==> src/rtl/core/assert_macros.svh <==
// Assertion macros shared by the RTL of the spectrum block.
// Both macros sample on i_clk and are off while i_rst_n is low.
`ifndef ASSERT_MACROS_SVH
`define ASSERT_MACROS_SVH

// Same-cycle implication: when ante holds, cons holds too.
`define RDSC_AST_IMP(lbl, ante, cons, msg) \
    lbl: assert property (@(posedge i_clk) disable iff (!i_rst_n) (ante) |-> (cons)) \
        else $error(msg);

// Next-cycle implication: when ante holds, cons holds in the next cycle.
`define RDSC_AST_NXT(lbl, ante, cons, msg) \
    lbl: assert property (@(posedge i_clk) disable iff (!i_rst_n) (ante) |=> (cons)) \
        else $error(msg);

`endif

==> src/rtl/core/rdsc_ram.sv <==
// ----------------------------------------------------------------------------
// rdsc_ram
// Generic simple dual-port RAM: one write port, one registered read port.
// ----------------------------------------------------------------------------
module rdsc_ram #(
    parameter int WIDTH = 16,
    parameter int DEPTH = 64,
    localparam int AW   = $clog2(DEPTH)
) (
    input  logic             i_clk,
    input  logic             i_we,
    input  logic [AW-1:0]    i_waddr,
    input  logic [WIDTH-1:0] i_wdata,
    input  logic [AW-1:0]    i_raddr,
    output logic [WIDTH-1:0] o_rdata
);

    logic [WIDTH-1:0] r_mem [DEPTH];
    logic [WIDTH-1:0] r_rdata;

    always_ff @(posedge i_clk) begin
        if (i_we) begin
            r_mem[i_waddr] <= i_wdata;
        end
        r_rdata <= r_mem[i_raddr];
    end

    assign o_rdata = r_rdata;

endmodule

==> config.mk <==
export PLATFORM = sky130hd
export DESIGN_NAME = rdsc_ram
export DESIGN_NICKNAME = d
export VERILOG_FILES = /design/src/rtl/core/assert_macros.svh /design/src/rtl/core/rdsc_ram.sv
export SDC_FILE = /design/constraint.sdc
export NUM_CORES = 1
export LEC_CHECK = 0
export BUFFER_PORTS_ARGS = -buffer_cell sky130_fd_sc_hd__buf_2
export CORE_ASPECT_RATIO = 1.1
export CORE_MARGIN = 5
export CORE_UTILIZATION = 47
export DETAILED_ROUTE_END_ITERATION = 8
export PLACE_DENSITY = 0.74
export SYNTH_ARGS = -nofsm -noshare
export SYNTH_HDL_FRONTEND = slang
export SYNTH_SLANG_ARGS = --single-unit
==> constraint.sdc <==
create_clock -name i_clk -period 5.81 [get_ports i_clk]
set_clock_uncertainty 0.1 [all_clocks]
set_input_delay 1.162 -clock i_clk [delete_from_list [all_inputs] [get_ports i_clk]]
set_output_delay 1.162 -clock i_clk [all_outputs]
set_load 0.005 [all_outputs]
==> results of run 1 <==
## sequential cells by signal (all words and copies together), names as in the netlist
signal   count
o_rdata     16
r_mem     1024
## worst max path at each step
| stage | startpoint | end | slack (ns) | cells past startpoint |
|---|---|---|---|---|
| 6_report | i_raddr[0] | o_rdata[5] | 2.04 | 7 |
| 5_1_grt | i_raddr[0] | o_rdata[5] | 1.84 | 7 |
| 4_1_cts | i_raddr[0] | o_rdata[14] | 2.08 | 7 |
| 3_5_place_dp | i_raddr[0] | o_rdata[14] | 1.38 | 7 |
| 3_3_place_gp | i_raddr[0] | o_rdata[14] | 1.41 | 7 |
| 2_1_floorplan | i_waddr[3] | r_mem[48][0] | 2.51 | 4 |
## worst max-delay path, stage by stage
cell and delay [ns]:
buf_8 0.64, buf_4 0.55, mux4_2 0.59, mux2_2 0.29
nand2_1 0.07, nand4_1 0.45, and4_1 0.42
## kinds of logic (layout without fill, tap and decap cells)
family	Yosys count	count (layout)	share of synthesized area (%)
buf+inv	104	307	1.83
simple gates	220	220	2.65
compound gates	129	129	2.41
mux	336	336	15.5
flops	1040	1040	77.6
other cells	0	5	0
## final cells by class
cell class | instances | area (um2)
antenna | 5 | 12.5
clock buffer | 114 | 2550
clock inverter | 69 | 743
fill | 6364 | 39600
multi-input combinational | 685 | 8300
sequential | 1040 | 31100
tap | 1140 | 1430
timing repair buffer | 124 | 893
## layout by cell type (no fill, tap or decap), types with 22 or more instances in the layout
master	count
a22oi_1	39
buf_2	42
buf_4	75
clkbuf_16	100
clkinv_2	22
edfxtp_1	1024
mux2_2	27
mux2i_1	85
mux4_2	220
nand2_1	59
nand3_1	24
nor2_1	58
nor2b_1	30
## where the power goes
part / internal (mW) / total, mW / switching (mW)
Sequential: 8.31 / 8.34 / 0.0309
Combinational: 0.266 / 0.748 / 0.482
Clock: 3.75 / 6.48 / 2.73
Total: 12.3 / 15.6 / 3.25
## layer usage
layer,up-vias,track usage [%]
li1,7921,-
met1,10300,27.6
met2,980,32.6
met3,189,5.11
met4,4,7.57
met5,-,0
==> results.toml, run 1 <==
[drt]
vias = 19300
dr.first_iter.drc_count = 2652
wl_mm = 93.2
avgViaCountPerCell = 6.09
dr.max_layer_used = "met5"
wl_met2_mm = 45.1
wl_per_cell_um = 29.4
drc_errors = 0
dr_wl_met3_mm = 8.95
wl_met1_mm = 35.6
first_pass_iters = 7
final_antenna_net_count = 0

[placement]
place_area_um2 = 41700
placed_cells = 2989
dp_slack_ns = 1.38
routabilityCongestion = 0.864
numPortBuffers = 45
post-dp-hpwl_mm = 53.7

[die]
std_cell_rows = 112
die-area_um2 = 91100
core_area_um2 = 84600
die_x_um = 288
pin_count = 46
die_h_um = 316
initial_core_util_pct = 47.3

[synth]
synthFlopType = "edfxtp_1"
synth-seq-cells = 1040
synth.distinct_cells = 43
synth_area_um2 = 40000
synth.top_cells.by_area = "edfxtp_1 77%, mux4_2 12%, mux2i_1 2.1%, dfxtp_1 0.80%, mux2_2 0.76%"
synth.most_common_cell = "edfxtp_1"
synth_top_area_cell = "edfxtp_1"
yosys_warnings = 0
ys_async_sr_fraction_pct = 0
synthTopCellsByCount = "1024 x edfxtp_1, 220 x mux4_2, 85 x mux2i_1"
seq_area_frac_synth_pct = 77.6
syn_inst = 1829
syn-num-nets = 1859
synth_area_per_cell_um2 = 21.9
synth_edf_count = 1024
synth_top_area_share_pct = 76.8

[setup_path]
r2r_end = "o_rdata[5]"
ff2ff_path_depth = 5
worstSetupEndpointType = "flop"
path_max_fanout = 69
reg2reg_slack_ns = 3.53
worstPathRequired_ns = 6.25
reg2reg_from = "r_mem[30][5]"
arrival_ns = 4.22
worst_setup_path_start_kind = "input port"
critical_path_class = "in2reg"

[cells_and_area]
final_util_pct = 53.2
finish.instance_area_um2 = 45000
area_growth_pct = 12.4
fin_cells = 3177
drive_gt1_share_pct = 26.7
layout.nets = 1980

[timing]
finalWorstSetupSlack_ns = 2.04
post-route-period-util_pct = 64.9
rsz0062_at_grt = "false"
slew_headroom_pct = 10.7
final-max-slew-violation-count = 0
fmax_mhz = 265
setup_viol = 0
fin_hold_ws_ns = 0.787
tns_ns = 0
final.min_clock_period_ns = 3.77
hold_viol = 0
worst_pin_slew_ns = 1.34

[worst_hold_path]
worstHoldStart = "r_mem[40][11]"
hold_class = "reg2reg"
min_to = "o_rdata[11]"
holdPathStages = 4

[global_routing]
grt_use_total_pct = 20.4
grt_antenna_before_repair = 8
grt_max_degree = 105
grt_pass1_vias = 19700
grt_pass1_wl_mm = 136
grt-ovfl-total = 0

[clock_tree]
cts_buffers = 99
cts.reportedPaths.clkPinSlew_ns = 0.06
cts_buffer_depth = 3
cts_max_level = 3
cts_tree = "yes"
ctsHoldBuffers = 0
cts_root_buf = "clkbuf_16"
postCtsSetupRepairBufs = 0
cts.sinks = 1040
cts.repair.resized = 0
clk_latency_ns = 0.67

[pwr]
p_per_area_nw_per_um2 = 346
leakage_nw = 14.2
ir_drop_mv = 0.312
power_mw = 15.6

[job]
drv_cap = 0

[status]
run_status = "finished clean"
No activity file was read; power rests on OpenSTA's default activity.
==> run 2: changes to the inputs <==
PLACE_DENSITY = 0.77   (was 0.74)
clock period = 3.2 ns   (was 5.81 ns; I/O delays follow)
==> results.toml, run 2 (synthesized netlist as in run 1, its figures left out) <==
[drt]
wl_mm = 94.9
drc_errors = 0
avgViaCountPerCell = 6.08
wl_per_cell_um = 29.0
first_pass_iters = 5
final_antenna_net_count = 0
dr.first_iter.drc_count = 2683
vias = 19900

[clock_tree]
cts_buffer_depth = 3
cts.reportedPaths.clkPinSlew_ns = 0.06
clk_latency_ns = 0.67
cts.sinks = 1040
cts.repair.resized = 0
cts_max_level = 3
cts_tree = "yes"
postCtsSetupRepairBufs = 0
cts_root_buf = "clkbuf_16"
cts_buffers = 95
ctsHoldBuffers = 0

[global_routing]
grt_max_degree = 65
grt_use_total_pct = 20.9
grt.busiest_layer = "met2"
grt_pass1_wl_mm = 139
globalRouteMet3Util_pct = 4.46
grtUsageMet2_pct = 33.8
grt_antenna_before_repair = 16
grt_pass1_vias = 20300
grt-ovfl-total = 0
met1_usage_pct = 27.3

[pwr]
leakage_nw = 14.6
clkPwrFrac_pct = 39.7
sw_frac_of_total_pct = 21.1
ir_drop_mv = 0.432
p_int_mw = 21.7
p_sw_mw = 5.80
seq_power_share_pct = 55.0
p_comb_share_pct = 5.3
p_per_area_nw_per_um2 = 603

[timing]
final.min_clock_period_ns = 2.67
final-max-slew-violation-count = 0
slew_headroom_pct = 31.9
hold_viol = 0
rsz0062_at_grt = "false"
post-route-period-util_pct = 83.3
setup_viol = 0
worst_pin_slew_ns = 1.02
fmax_mhz = 375

[setup_path]
reg2reg_slack_ns = 0.71
worst_setup_path_start_kind = "input port"
r2r_end = "o_rdata[1]"
ff2ff_path_depth = 6
path_max_fanout = 27
arrival_ns = 3.10
worstSetupEndpointType = "flop"
critical_path_class = "in2reg"
worstPathRequired_ns = 3.63
reg2reg_from = "r_mem[16][1]"

[cells_and_area]
fin_cells = 3274
layout_common_cells = "1024 x edfxtp_1, 220 x mux4_2, 161 x buf_4"
finish.instance_area_um2 = 45600
drive_gt1_share_pct = 28.9
regMostFlops = "r_mem"
area_growth_pct = 13.9
layout.nets = 2078
largest_reg_flops = 1024
final_common_cell = "edfxtp_1"

[worst_hold_path]
hold_class = "in2reg"
holdPathStages = 1
min_to = "r_mem[23][5]"
worstHoldStart = "i_wdata[5]"

[die]
die-area_um2 = 91100
core_area_um2 = 84600
pin_count = 46
die_h_um = 316
std_cell_rows = 112
die_x_um = 288
initial_core_util_pct = 47.3

[job]
drv_cap = 0

[placement]
placed_cells = 3091
numPortBuffers = 45
routabilityCongestion = 0.865
post-dp-hpwl_mm = 57.9
place_area_um2 = 42600

[status]
run_status = "finished clean"
-- run 2: cell count changes in the layout (fill, tap and decap cells not counted), moves of 4 or more --
cell	previous run	this run
clkbuf_1	14	22
clkbuf_16	100	96
buf_4	75	161
bufinv_16	13	6
buf_12	4	20
nor2_2	16	2
nor2_1	58	72
-- run 2: stage by stage --
stage / hold WS (ns) / setup TNS, ns / utilization, % / worst slack, ns / total power, mW
detailed placement: 0.762 / -0.0317 / 50.3 / -0.0317 / 16.9
floorplan: 0.639 / 0 / - / 0.425 / 16.2
finish: 0.178 / 0 / 53.9 / 0.533 / 27.5
CTS: 0.139 / 0 / 53.9 / 0.636 / 27.7
global route: 0.166 / 0 / 53.9 / 0.485 / 28.4
global placement: 0.765 / 0 / 50.3 / 0.0423 / 16.8
-- run 2: how the worst max path moves through the flow --
stage	startpoint	endpoint	depth (start not counted)
2_1_floorplan	i_waddr[3]	r_mem[48][0]	4
3_3_place_gp	i_raddr[1]	o_rdata[1]	7
3_5_place_dp	i_raddr[1]	o_rdata[1]	7
4_1_cts	i_raddr[1]	o_rdata[1]	7
5_1_grt	i_raddr[0]	o_rdata[15]	8
6_report	i_raddr[0]	o_rdata[15]	8
-- run 2: power by group through the flow --
stage               combinational (mW)  clock (mW)  sequential [mW]
floorplan                        0.781           0             15.4
global placement                  1.42           0             15.4
detailed placement                1.46           0             15.4
CTS                               1.47        11.1             15.1
global route                      1.54        11.7             15.1
finish                            1.46        10.9             15.1
-- run 2: critical path, cell delays in order --
cell,delay (ns)
buf_8,0.30
buf_4,0.36
mux4_2,0.57
mux2i_1,0.29
a22oi_1,0.13
a31oi_1,0.49
buf_4,0.23
a311oi_1,0.06
-- run 2: metal layers --
| metal | wire, um | vias to the layer above |
|---|---|---|
| met5 | 76 | - |
| met4 | 4790 | 10 |
| met3 | 8600 | 230 |
| met2 | 46600 | 1150 |
| met1 | 34900 | 10400 |
| li1 | - | 8120 |
-- run 2: layout make-up --
cell class              count  area [um2]
clock buffers             120        2510
repair buffers            226        1860
flip-flops and latches   1040       31100
diodes                      8        20.0
fillers                  6176       39000
well taps                1140        1430
multi-input cells         685        8250
clock inverters            55         468
