===== config.mk =====
export PLATFORM = sky130hd
export DESIGN_NAME = rdsc_cordic
export DESIGN_NICKNAME = d
export VERILOG_FILES = /design/src/rtl/core/rdsc_pkg.sv /design/src/rtl/core/rdsc_cordic.sv
export VERILOG_INCLUDE_DIRS = /design/src /design/src/rtl/core
export SDC_FILE = /design/constraint.sdc
export NUM_CORES = 1
export LEC_CHECK = 0
export BUFFER_PORTS_ARGS = -buffer_cell sky130_fd_sc_hd__buf_4
export CAP_MARGIN = 20
export CORE_UTILIZATION = 39
export DETAILED_ROUTE_END_ITERATION = 10
export PLACE_DENSITY = 0.58
export SLEW_MARGIN = 40
export SYNTH_ARGS = -nofsm -noshare
export SYNTH_HDL_FRONTEND = slang
export SYNTH_SLANG_ARGS = --single-unit

===== constraint.sdc =====
create_clock -name i_clk -period 11.7 [get_ports i_clk]
set_clock_uncertainty 0.2 [all_clocks]
set_input_delay 1.17 -clock i_clk [delete_from_list [all_inputs] [get_ports i_clk]]
set_output_delay 1.17 -clock i_clk [all_outputs]
set_load 0.02 [all_outputs]

===== src/rtl/core/assert_macros.svh =====
// Assertion macros shared by the RTL of the spectrum block.
// Both macros sample on i_clk and are off while i_rst_n is low.
`ifndef ASSERT_MACROS_SVH
`define ASSERT_MACROS_SVH

// Same-cycle implication: when ante holds, cons holds too.
`define RDSC_AST_IMP(lbl, ante, cons, msg) \
    lbl: assert property (@(posedge i_clk) disable iff (!i_rst_n) (ante) |-> (cons)) \
        else $error(msg);

// Next-cycle implication: when ante holds, cons holds in the next cycle.
`define RDSC_AST_NXT(lbl, ante, cons, msg) \
    lbl: assert property (@(posedge i_clk) disable iff (!i_rst_n) (ante) |=> (cons)) \
        else $error(msg);

`endif


===== src/rtl/core/rdsc_pkg.sv =====
// ----------------------------------------------------------------------------
// rdsc_pkg
// Constants, tables and shared types of the real DFT half-spectrum block.
// ----------------------------------------------------------------------------
package rdsc_pkg;

    // record and field geometry
    localparam int RECORD_LENGTH = 64;
    localparam int SAMPLE_BITS   = 16;
    localparam int IDX_W         = $clog2(RECORD_LENGTH);
    localparam int NBINS         = RECORD_LENGTH / 2 + 1;
    localparam int BIN_W         = 6;
    localparam int VAL_W         = 23;
    localparam int MAG_W         = 22;
    localparam int ANG_W         = 16;

    // CORDIC
    localparam int CORDIC_STEPS  = 30;
    localparam int STEP_W        = 5;
    localparam int CX_W          = 36;
    localparam int TW_W          = 32;
    localparam logic signed [CX_W-1:0] INV_GAIN_Q30 = 36'sd652032874;

    // sqrt(2) in Q23
    localparam logic [23:0] SQRT2_Q23 = 24'd11863283;

    // atan(2^-i) in units of 2^-32 turn
    typedef logic [29:0] t_atan_tab [CORDIC_STEPS];
    localparam t_atan_tab ATAN_TURN = '{
        30'd536870912, 30'd316933406, 30'd167458907, 30'd85004756, 30'd42667331,
        30'd21354465,  30'd10679838,  30'd5340245,   30'd2670163,  30'd1335087,
        30'd667544,    30'd333772,    30'd166886,    30'd83443,    30'd41722,
        30'd20861,     30'd10430,     30'd5215,      30'd2608,     30'd1304,
        30'd652,       30'd326,       30'd163,       30'd81,       30'd41,
        30'd20,        30'd10,        30'd5,         30'd3,        30'd1
    };

    // twiddle angle of index m: round(m * 2^32 / N) in 2^-32 turn
    function automatic logic [31:0] twiddle_turn(input logic [IDX_W-1:0] m);
        logic [IDX_W+32:0] num;
        num = {1'b0, m, 32'b0} + (IDX_W+33)'(RECORD_LENGTH / 2);
        return 32'(num / RECORD_LENGTH);
    endfunction

    // request to / response from the shared CORDIC unit
    typedef struct packed {
        logic                   start;
        logic                   vec;
        logic signed [CX_W-1:0] x;
        logic signed [CX_W-1:0] y;
        logic signed [CX_W-1:0] z;
    } t_cordic_req;

    typedef struct packed {
        logic                   done;
        logic signed [CX_W-1:0] x;
        logic signed [CX_W-1:0] y;
        logic signed [CX_W-1:0] z;
    } t_cordic_rsp;

endpackage


===== src/rtl/core/rdsc_cordic.sv =====
// ----------------------------------------------------------------------------
// rdsc_cordic
// Iterative CORDIC, one micro-rotation per cycle. Rotation mode builds the
// twiddles; vectoring mode normalizes the pair and then yields the angle.
// ----------------------------------------------------------------------------
`include "assert_macros.svh"

module rdsc_cordic import rdsc_pkg::*; (
    input  logic        i_clk,
    input  logic        i_rst_n,
    input  t_cordic_req i_req,
    output t_cordic_rsp o_rsp
);

    typedef enum logic [1:0] {C_IDLE, C_NORM, C_ITER} t_cstate;

    localparam logic signed [CX_W-1:0] NORM_LIM = 36'sd536870912;

    t_cstate                r_state;
    logic                   r_vec;
    logic                   r_done;
    logic [STEP_W-1:0]      r_i;
    logic signed [CX_W-1:0] r_x;
    logic signed [CX_W-1:0] r_y;
    logic signed [CX_W-1:0] r_z;

    logic signed [CX_W-1:0] xs;
    logic signed [CX_W-1:0] ys;
    logic signed [CX_W-1:0] at;
    logic signed [CX_W-1:0] ax;
    logic signed [CX_W-1:0] ay;
    logic                   ccw;
    logic                   below_lim;

    // micro-rotation terms
    always_comb begin
        xs        = r_x >>> r_i;
        ys        = r_y >>> r_i;
        at        = $signed({6'b0, ATAN_TURN[r_i]});
        ax        = (r_x < 0) ? -r_x : r_x;
        ay        = (r_y < 0) ? -r_y : r_y;
        ccw       = r_vec ? !(r_y > 0) : (r_z >= 0);
        below_lim = (ax < NORM_LIM) && (ay < NORM_LIM);
    end

    always_ff @(posedge i_clk) begin
        if (!i_rst_n) begin
            r_state <= C_IDLE;
            r_done  <= 1'b0;
        end else begin
            r_done <= 1'b0;
            unique case (r_state)
                C_IDLE: begin
                    if (i_req.start) begin
                        r_x     <= i_req.x;
                        r_y     <= i_req.y;
                        r_z     <= i_req.z;
                        r_vec   <= i_req.vec;
                        r_i     <= '0;
                        r_state <= i_req.vec ? C_NORM : C_ITER;
                    end
                end
                // left shift until the larger component reaches 2^29
                C_NORM: begin
                    if (below_lim) begin
                        r_x <= r_x <<< 1;
                        r_y <= r_y <<< 1;
                    end else begin
                        r_state <= C_ITER;
                    end
                end
                C_ITER: begin
                    if (ccw) begin
                        r_x <= r_x - ys;
                        r_y <= r_y + xs;
                        r_z <= r_z - at;
                    end else begin
                        r_x <= r_x + ys;
                        r_y <= r_y - xs;
                        r_z <= r_z + at;
                    end
                    if (r_i == STEP_W'(CORDIC_STEPS - 1)) begin
                        r_done  <= 1'b1;
                        r_state <= C_IDLE;
                    end else begin
                        r_i <= r_i + 1'b1;
                    end
                end
                default: r_state <= C_IDLE;
            endcase
        end
    end

    assign o_rsp.done = r_done;
    assign o_rsp.x    = r_x;
    assign o_rsp.y    = r_y;
    assign o_rsp.z    = r_z;

    `RDSC_AST_IMP(a_start_idle, i_req.start, r_state == C_IDLE, "cordic started while busy")
    `RDSC_AST_IMP(a_done_idle, r_done, r_state == C_IDLE, "cordic done while still busy")
    `RDSC_AST_IMP(a_iter_range, r_state == C_ITER, r_i < STEP_W'(CORDIC_STEPS), "step overrun")

endmodule


==> key figures, run 1 <==
Setup path
  • Highest net fanout along the worst path: 51
  • Reg2Reg Launch Point: r_i[1]
  • CP startpoint kind: flip-flop
  • Crit end category: flip-flop
  • FF-to-FF path depth: 24
  • Crit Path Category: flip-flop to flip-flop
  • Critical Path Sink: r_z[35]
  • R2r setup slk: 3.89 ns
  • Critical Path AT: around 8 ns
  • R2r endpoint: r_z[35]
  • Crit path from: r_i[1]
  • Req. time, crit path: 11.79 ns

Synth
  • Synthesized-area fraction occupied by adder cells: 0.0839
  • Post-synthesis instance area: 18300 µm²
  • Synthesized netlist cell count: between 2000 and 2500
  • Sequential area share after synthesis: 0.190
  • Mux share of post-synthesis cell area: 0.159
  • Ys async rst share: 0
  • Top FF cell, synth: edfxtp_1
  • XOR/XNOR share of the synthesized area: 0.0884
  • Synth Area in Compound Gates: 0.245
  • Simple-gate share of the synthesized area: 0.182
  • Largest family of logic cells by synthesized area: compound AO/OA/AOI/OAI gates
  • Yosys reg bits: roughly 120
  • Synth warn: 0
  • Syn nets: between 2000 and 2500
  • Top-area cell type share of the netlist area: 0.187
  • Cell variety after synth: 90
  • Largest cells by area after synthesis: edfxtp_1 19%, ha_1 8.1%, mux4_2 7.9%
  • EDFF count, synth: 114
  • Avg Synthesized Cell Area: ~8.3 µm²
  • Area leader, netlist: edfxtp_1

Route
  • Vias: approximately 19000
  • ANT nets after route: 0
  • Routed vias/inst: 6.40
  • Iter 0 DRT Violations: between 2000 and 2500
  • Total Wirelength: 72700 µm
  • WL/cell: 24.7 µm
  • Drt pass-1 iters: 9
  • DR DRC count: 0

Clocking
  • CTS sink cnt: between 100 and 150
  • CTS HTree Levels: 4
  • Worst-path clk slew: 0.07 ns
  • Clock root buffer: clkbuf_16
  • Post-CTS Resized: 0
  • Hold_buf cts: 0
  • Postcts setup bufs: 0
  • Clk buf depth: 2
  • TritonCTS Buffers: 17
  • CTS tree: done
  • Clk Latency, worst-skew pair: 0.49 ns

STA
  • Rel. slew slack: 0.376
  • Setup_tns: 0 ns
  • Worst Tran Pin Value: 0.936 ns
  • Final hold violations: 0
  • Setup WS post-layout: between 3 and 4 ns
  • Final min period: a little under 8 ns
  • Tcrit/Tclk final: 0.668
  • Final setup vio count: 0
  • RSZ-0062 raised after global routing: no
  • Slew Viols, Final: 0
  • Max Fclk: between 100 and 150 MHz

Pwr
  • Switching pwr: roughly 2100 µW
  • Logic pwr share: 0.690
  • Net Sw Frac: 0.498
  • PwrDens: about 200 nW/µm²
  • Leakage power: 0.00846 µW
  • Peak supply drop: roughly 0.000096 V
  • P_int: 2120 µW
  • Power share of the clock group: 0.133
  • Sequential power share: 0.177

Cells and area
  • # nets final: 2553
  • Fraction of layout cells with a size suffix above 1: 0.193
  • Synth-to-layout area growth: 14.6%
  • Final core occ: 0.452
  • Diode count: 0

Global route
  • Largest net degree at the start of global routing: a little over 80
  • Gr ovfl total: 0
  • Initial antenna violation count: 2
  • Vias in the first global route: between 15000 and 20000
  • GRT Total Usage: 0.302
  • First-pass GRT wire length: between 100000 and 150000 µm

Die
  • Chip height: roughly 220 µm
  • Die Footprint: 47900 µm²
  • Site Rows: 79
  • Die Width: ~220 µm
  • Core area: roughly 46000 µm²
  • Starting density of the core: 0.394
  • IO Count: about 220

Placement
  • Worst slack, placed: 3.85 ns
  • Post-DP HPWL: approximately 55000 µm
  • Port buffer count: 220
  • Gpl congestion: 1.02

Run
  • Max Cap Viol: 0

Hold path
  • Worst hold path type: flip-flop to flip-flop

Status
  • Status: completed
[power by group through the flow]
stage	clock network, µW	logic (µW)	registers, µW
after CTS	579	2870	742
after global placement	0	2840	748
after global routing	591	3180	755
after detailed placement	0	2850	748
final	561	2910	747
after floorplan	0	2080	733
[registers in the layout, indices dropped and copies added (netlist names)]
register  cells
r_x          36
r_y          36
r_z          36
r_i           5
r_state       2
r_done        1
r_vec         1
[cells in the final DEF, fill, tap and decap left out, types with 21 or more instances in the layout]
master      n
nor4_1     21
nor2b_1    30
and3_1     33
nor3_1     29
nand2_1   166
o21ai_0   113
mux4_2     64
a21o_1     53
inv_1      65
a22oi_1    21
nor2_1    232
mux2_2     60
buf_4     247
xor2_1     76
mux2i_1    73
a21oi_1   174
a221oi_1   51
xnor2_1   109
and2_1     23
ha_1      115
nand2b_1   37
a31oi_1    31
edfxtp_1  114
nand3_1    57
[critical path: stages (launching register included)]
cell	delay (ns)
edfxtp_1	0.32
buf_4	0.58
inv_1	0.52
ha_1	0.44
nand2b_1	0.28
nor2_1	0.07
a211o_1	0.30
a21oi_1	0.29
and4_1	0.25
nor3b_2	0.37
nand2_1	0.09
nand2_1	0.39
xnor2_1	0.17
ha_1	0.40
nand3_1	0.19
nor4_1	0.40
o31ai_1	0.20
o2111ai_1	0.19
a31oi_1	0.19
o21ai_0	0.40
a41oi_1	0.25
o21ai_0	0.37
o21ai_0	0.17
and3_1	0.19
nor4b_1	0.33
[logic make-up after synthesis]
logic type | count (synthesis)
and+or+nand+nor | 695
AOI/OAI and AO/OA | 662
buffers and inverters | 215
muxes | 200
xor gates and xnor gates | 185
adders and majority gates | 121
DFF | 117
[routing by layer]
layer / wire length [µm] / part of all wire / global-route usage / up-vias
met2: 33400 / 0.46 / 0.482 / 886
met5: 0 / 0 / 0 / -
met4: 2920 / 0.040 / 0.136 / 0
met1: 30800 / 0.42 / 0.395 / 9179
met3: 5610 / 0.077 / 0.0544 / 157
li1: - / - / - / 8599
[area by class of cell]
class / instances / area, µm²
sequential: 117 / 3480
multi-input combinational: 1863 / 14000
clock inverter: 15 / 181
inverter: 68 / 255
tap: 607 / 759
fill: 4698 / 25500
timing repair buffer: 253 / 1930
clock buffer: 17 / 425
[Yosys cell counts, types with 29 or more instances]
cell	count
and3_1	33
nor2_1	234
a31oi_1	31
o21ai_0	114
a21oi_1	175
nand2_1	166
mux2_2	60
mux2i_1	73
nor2b_1	31
xnor2_1	109
ha_1	118
xor2_1	76
nand2b_1	37
buf_2	31
nand3_1	57
a21o_1	53
clkbuf_1	85
mux4_2	64
inv_1	66
edfxtp_1	114
a221oi_1	51
nor3_1	29
[how the worst min path moves through the flow]
stage	start	endpoint	slack, ns	depth (start not counted)
floorplan	r_state[1]	r_state[1]	0.35	3
global placement	r_state[0]	r_state[0]	0.41	3
detailed placement	r_state[0]	r_state[0]	0.41	3
CTS	r_state[0]	r_state[0]	0.42	3
global route	r_state[0]	r_state[0]	0.47	3
finish	r_state[0]	r_state[0]	0.41	3
[per-stage QoR]
step / total power [µW] / instance area, µm² / hold WS [ns] / std cells
after CTS: 4190 / 21000 / 0.420 / 2939
final: 4220 / 21000 / 0.410 / 2940
after global placement: 3590 / 20300 / 0.407 / 2904
after global routing: 4520 / 21000 / 0.468 / 2940
after detailed placement: 3600 / 20400 / 0.405 / 2907
after floorplan: 2810 / 18300 / 0.354 / 2195
No activity file was read; power rests on OpenSTA's default activity.
==> run 2, diff against run 1 <==
PLACE_DENSITY = 0.6   (was 0.58)
clock period = 6.45 ns   (was 11.7 ns; I/O delays follow)
==> key figures, run 2 (synthesis gave the netlist of run 1 again) <==
Global route
  • Vias in the first global route: 19800 (+9.4%)
  • GRT met1 Usage: 0.424 (+0.0293)
  • GRT met2 Usage: 0.534 (+0.0520)
  • Gr ovfl total: 0 (unchanged)
  • First-pass GRT wire length: 120000 µm (+8.9%)
  • Initial antenna violation count: 2 (unchanged)
  • GRT Total Usage: 0.334 (+0.0318)
  • Grt peak-use layer: met2
  • GR Util met3: 0.0803 (+0.0259)
  • Largest net degree at the start of global routing: 63 (-22%)

Clocking
  • Hold_buf cts: 0 (unchanged)
  • Worst-path clk slew: 0.06 ns (about the same)
  • CTS sink cnt: 117 (unchanged)
  • CTS HTree Levels: 4 (unchanged)
  • CTS tree: done
  • TritonCTS Buffers: 17 (unchanged)
  • Clk Latency, worst-skew pair: 0.50 ns (about the same)
  • Clock root buffer: clkbuf_16
  • Clk buf depth: 2 (unchanged)

Setup path
  • Critical Path AT: 6.31 ns (-1.59 ns)
  • Worst path slowest cell: edfxtp_1
  • Worst path bufs/invs: 6 (+4)
  • Delay-heaviest family, CP: compound AO/OA/AOI/OAI gates
  • Crit end category: flip-flop
  • CP startpoint kind: flip-flop
  • Crit Path Category: flip-flop to flip-flop
  • Most used cell, CP: buf_4
  • Highest net fanout along the worst path: 10 (-80%)
  • Req. time, crit path: 6.49 ns (-5.30 ns)
  • Max incr delay on CP: 0.46 ns (-0.12 ns)

Route
  • Iter 0 DRT Violations: 1981 (-5.2%)
  • WL/cell: 24.8 µm (+0.11%)
  • Routed vias/inst: 6.26 (-2.2%)
  • Total Wirelength: 80200 µm (+10%)
  • Drt pass-1 iters: 6 (-3)
  • DR DRC count: 0 (unchanged)
  • ANT nets after route: 0 (unchanged)
  • Vias: 20300 (+7.8%)

Placement
  • Port buffer count: 220 (unchanged)
  • Gpl congestion: 1.08 (+5.9%)
  • Post-DP HPWL: 62300 µm (+13%)
  • Placed insts: 3194 (+9.9%)
  • Post-DP Area: 22600 µm² (+11%)
  • Worst slack, placed: -0.0807 ns (-3.93 ns)

STA
  • Setup WS post-layout: 0.181 ns (-3.70 ns)
  • Tcrit/Tclk final: 0.972 (+0.304)
  • Final hold violations: 0 (unchanged)
  • Slew Viols, Final: 0 (unchanged)
  • Max Fclk: 160 MHz (+25%)
  • Rel. slew slack: 0.346 (-0.0308)
  • Final setup vio count: 0 (unchanged)
  • Worst Hold Margin: 0.141 ns (-0.269 ns)
  • Final min period: 6.27 ns (-1.55 ns)
  • Worst Tran Pin Value: 0.981 ns (+0.0452 ns)
  • RSZ-0062 raised after global routing: yes

Hold path
  • Worst hold path type: input pin to flip-flop

Cells and area
  • Synth-to-layout area growth: 28.7%
  • Final std cells w/o fill: 3239 (+10%)
  • # nets final: 2850 (+12%)
  • Largest regs: r_x: 36 flops, r_y: 36 flops, r_z: 36 flops
  • Fraction of layout cells with a size suffix above 1: 0.295 (+0.102)
  • Most frequent cells in the layout: 532 x buf_4, 230 x nor2_1, 168 x a21oi_1
  • Final instance area: 23600 µm² (+12%)
  • Leading cell type in the layout, fill and taps excluded: buf_4

Die
  • Die Footprint: 47900 µm² (unchanged)
  • Core area: 46500 µm² (unchanged)
  • IO Count: 221 (unchanged)
  • Site Rows: 79 (unchanged)
  • Die Width: 219 µm (unchanged)
  • Starting density of the core: 0.394 (unchanged)
  • Chip height: 219 µm (unchanged)

Pwr
  • Net Sw Frac: 0.476 (-0.0220)
  • PwrDens: 369 nW/µm² (+84%)
  • Switching pwr: 4150 µW (+97%)
  • Power share of the clock group: 0.122 (-0.011)
  • Peak supply drop: 0.000193 V (+100%)
  • Logic pwr share: 0.737 (+0.047)
  • P_int: 4560 µW (+120%)
  • Sequential power share: 0.142 (-0.035)
  • Leakage power: 0.00997 µW (+18%)

Run
  • Max Cap Viol: 0 (unchanged)

Status
  • Status: completed
## run 2: changes by cell type in the layout (fill, tap and decap cells not counted), moves of 6 or more
cell and change:
buf_4 +285, buf_12 +9, a21oi_1 -6, a21oi_2 +6, o21ai_0 -6, o21ai_1 +6
## run 2: power groups by stage
stage	clock, µW	combinational, µW	sequential, µW
4_1_cts	1080	6230	1230
3_5_place_dp	0	6170	1240
5_1_grt	1100	6920	1240
6_report	1060	6410	1230
3_3_place_gp	0	6130	1240
2_1_floorplan	0	3770	1330
## run 2: layer usage
| layer | share of wire | up-vias |
|---|---|---|
| li1 | - | 9202 |
| met1 | 0.40 | 9861 |
| met2 | 0.46 | 1023 |
| met3 | 0.093 | 197 |
| met4 | 0.042 | 0 |
| met5 | 0 | - |
## run 2: repair_timing
| item | in CTS | in global routing |
|---|---|---|
| endpoints found under the setup margin | 7 | 36 |
| gates cloned | 0 | 2 |
| pin swaps | 0 | 8 |
| gates resized for setup | 3 | 46 |
| buffers inserted | 2 | 6 |
## run 2: final timing paths
check | from | to | slack, ns | cells past startpoint
hold / removal | i_req[108] | r_vec | 0.14 | 1
setup reg to reg | r_i[2] | r_y[32] | 0.18 | 25
hold reg to reg | r_state[0] | r_state[0] | 0.43 | 3
setup / recovery | r_i[2] | r_y[32] | 0.18 | 25
## run 2: layout make-up
cell class | count | area [µm²]
fillers | 4470 | 22900
multi-input cells | 1863 | 14100
repair buffers | 550 | 4330
flip-flops and latches | 117 | 3480
well taps | 607 | 759
clock buffers | 18 | 429
inverters | 68 | 255
clock inverters | 14 | 186
diodes | 2 | 5.00
## run 2: metrics by stage
stage / power [µW] / utilization / TNS [ns]
3_5_place_dp: 7410 / 0.487 / -0.149
3_3_place_gp: 7370 / 0.487 / 0
2_1_floorplan: 5100 / - / 0
6_report: 8700 / 0.508 / 0
4_1_cts: 8540 / 0.501 / 0
5_1_grt: 9260 / 0.507 / -0.0845
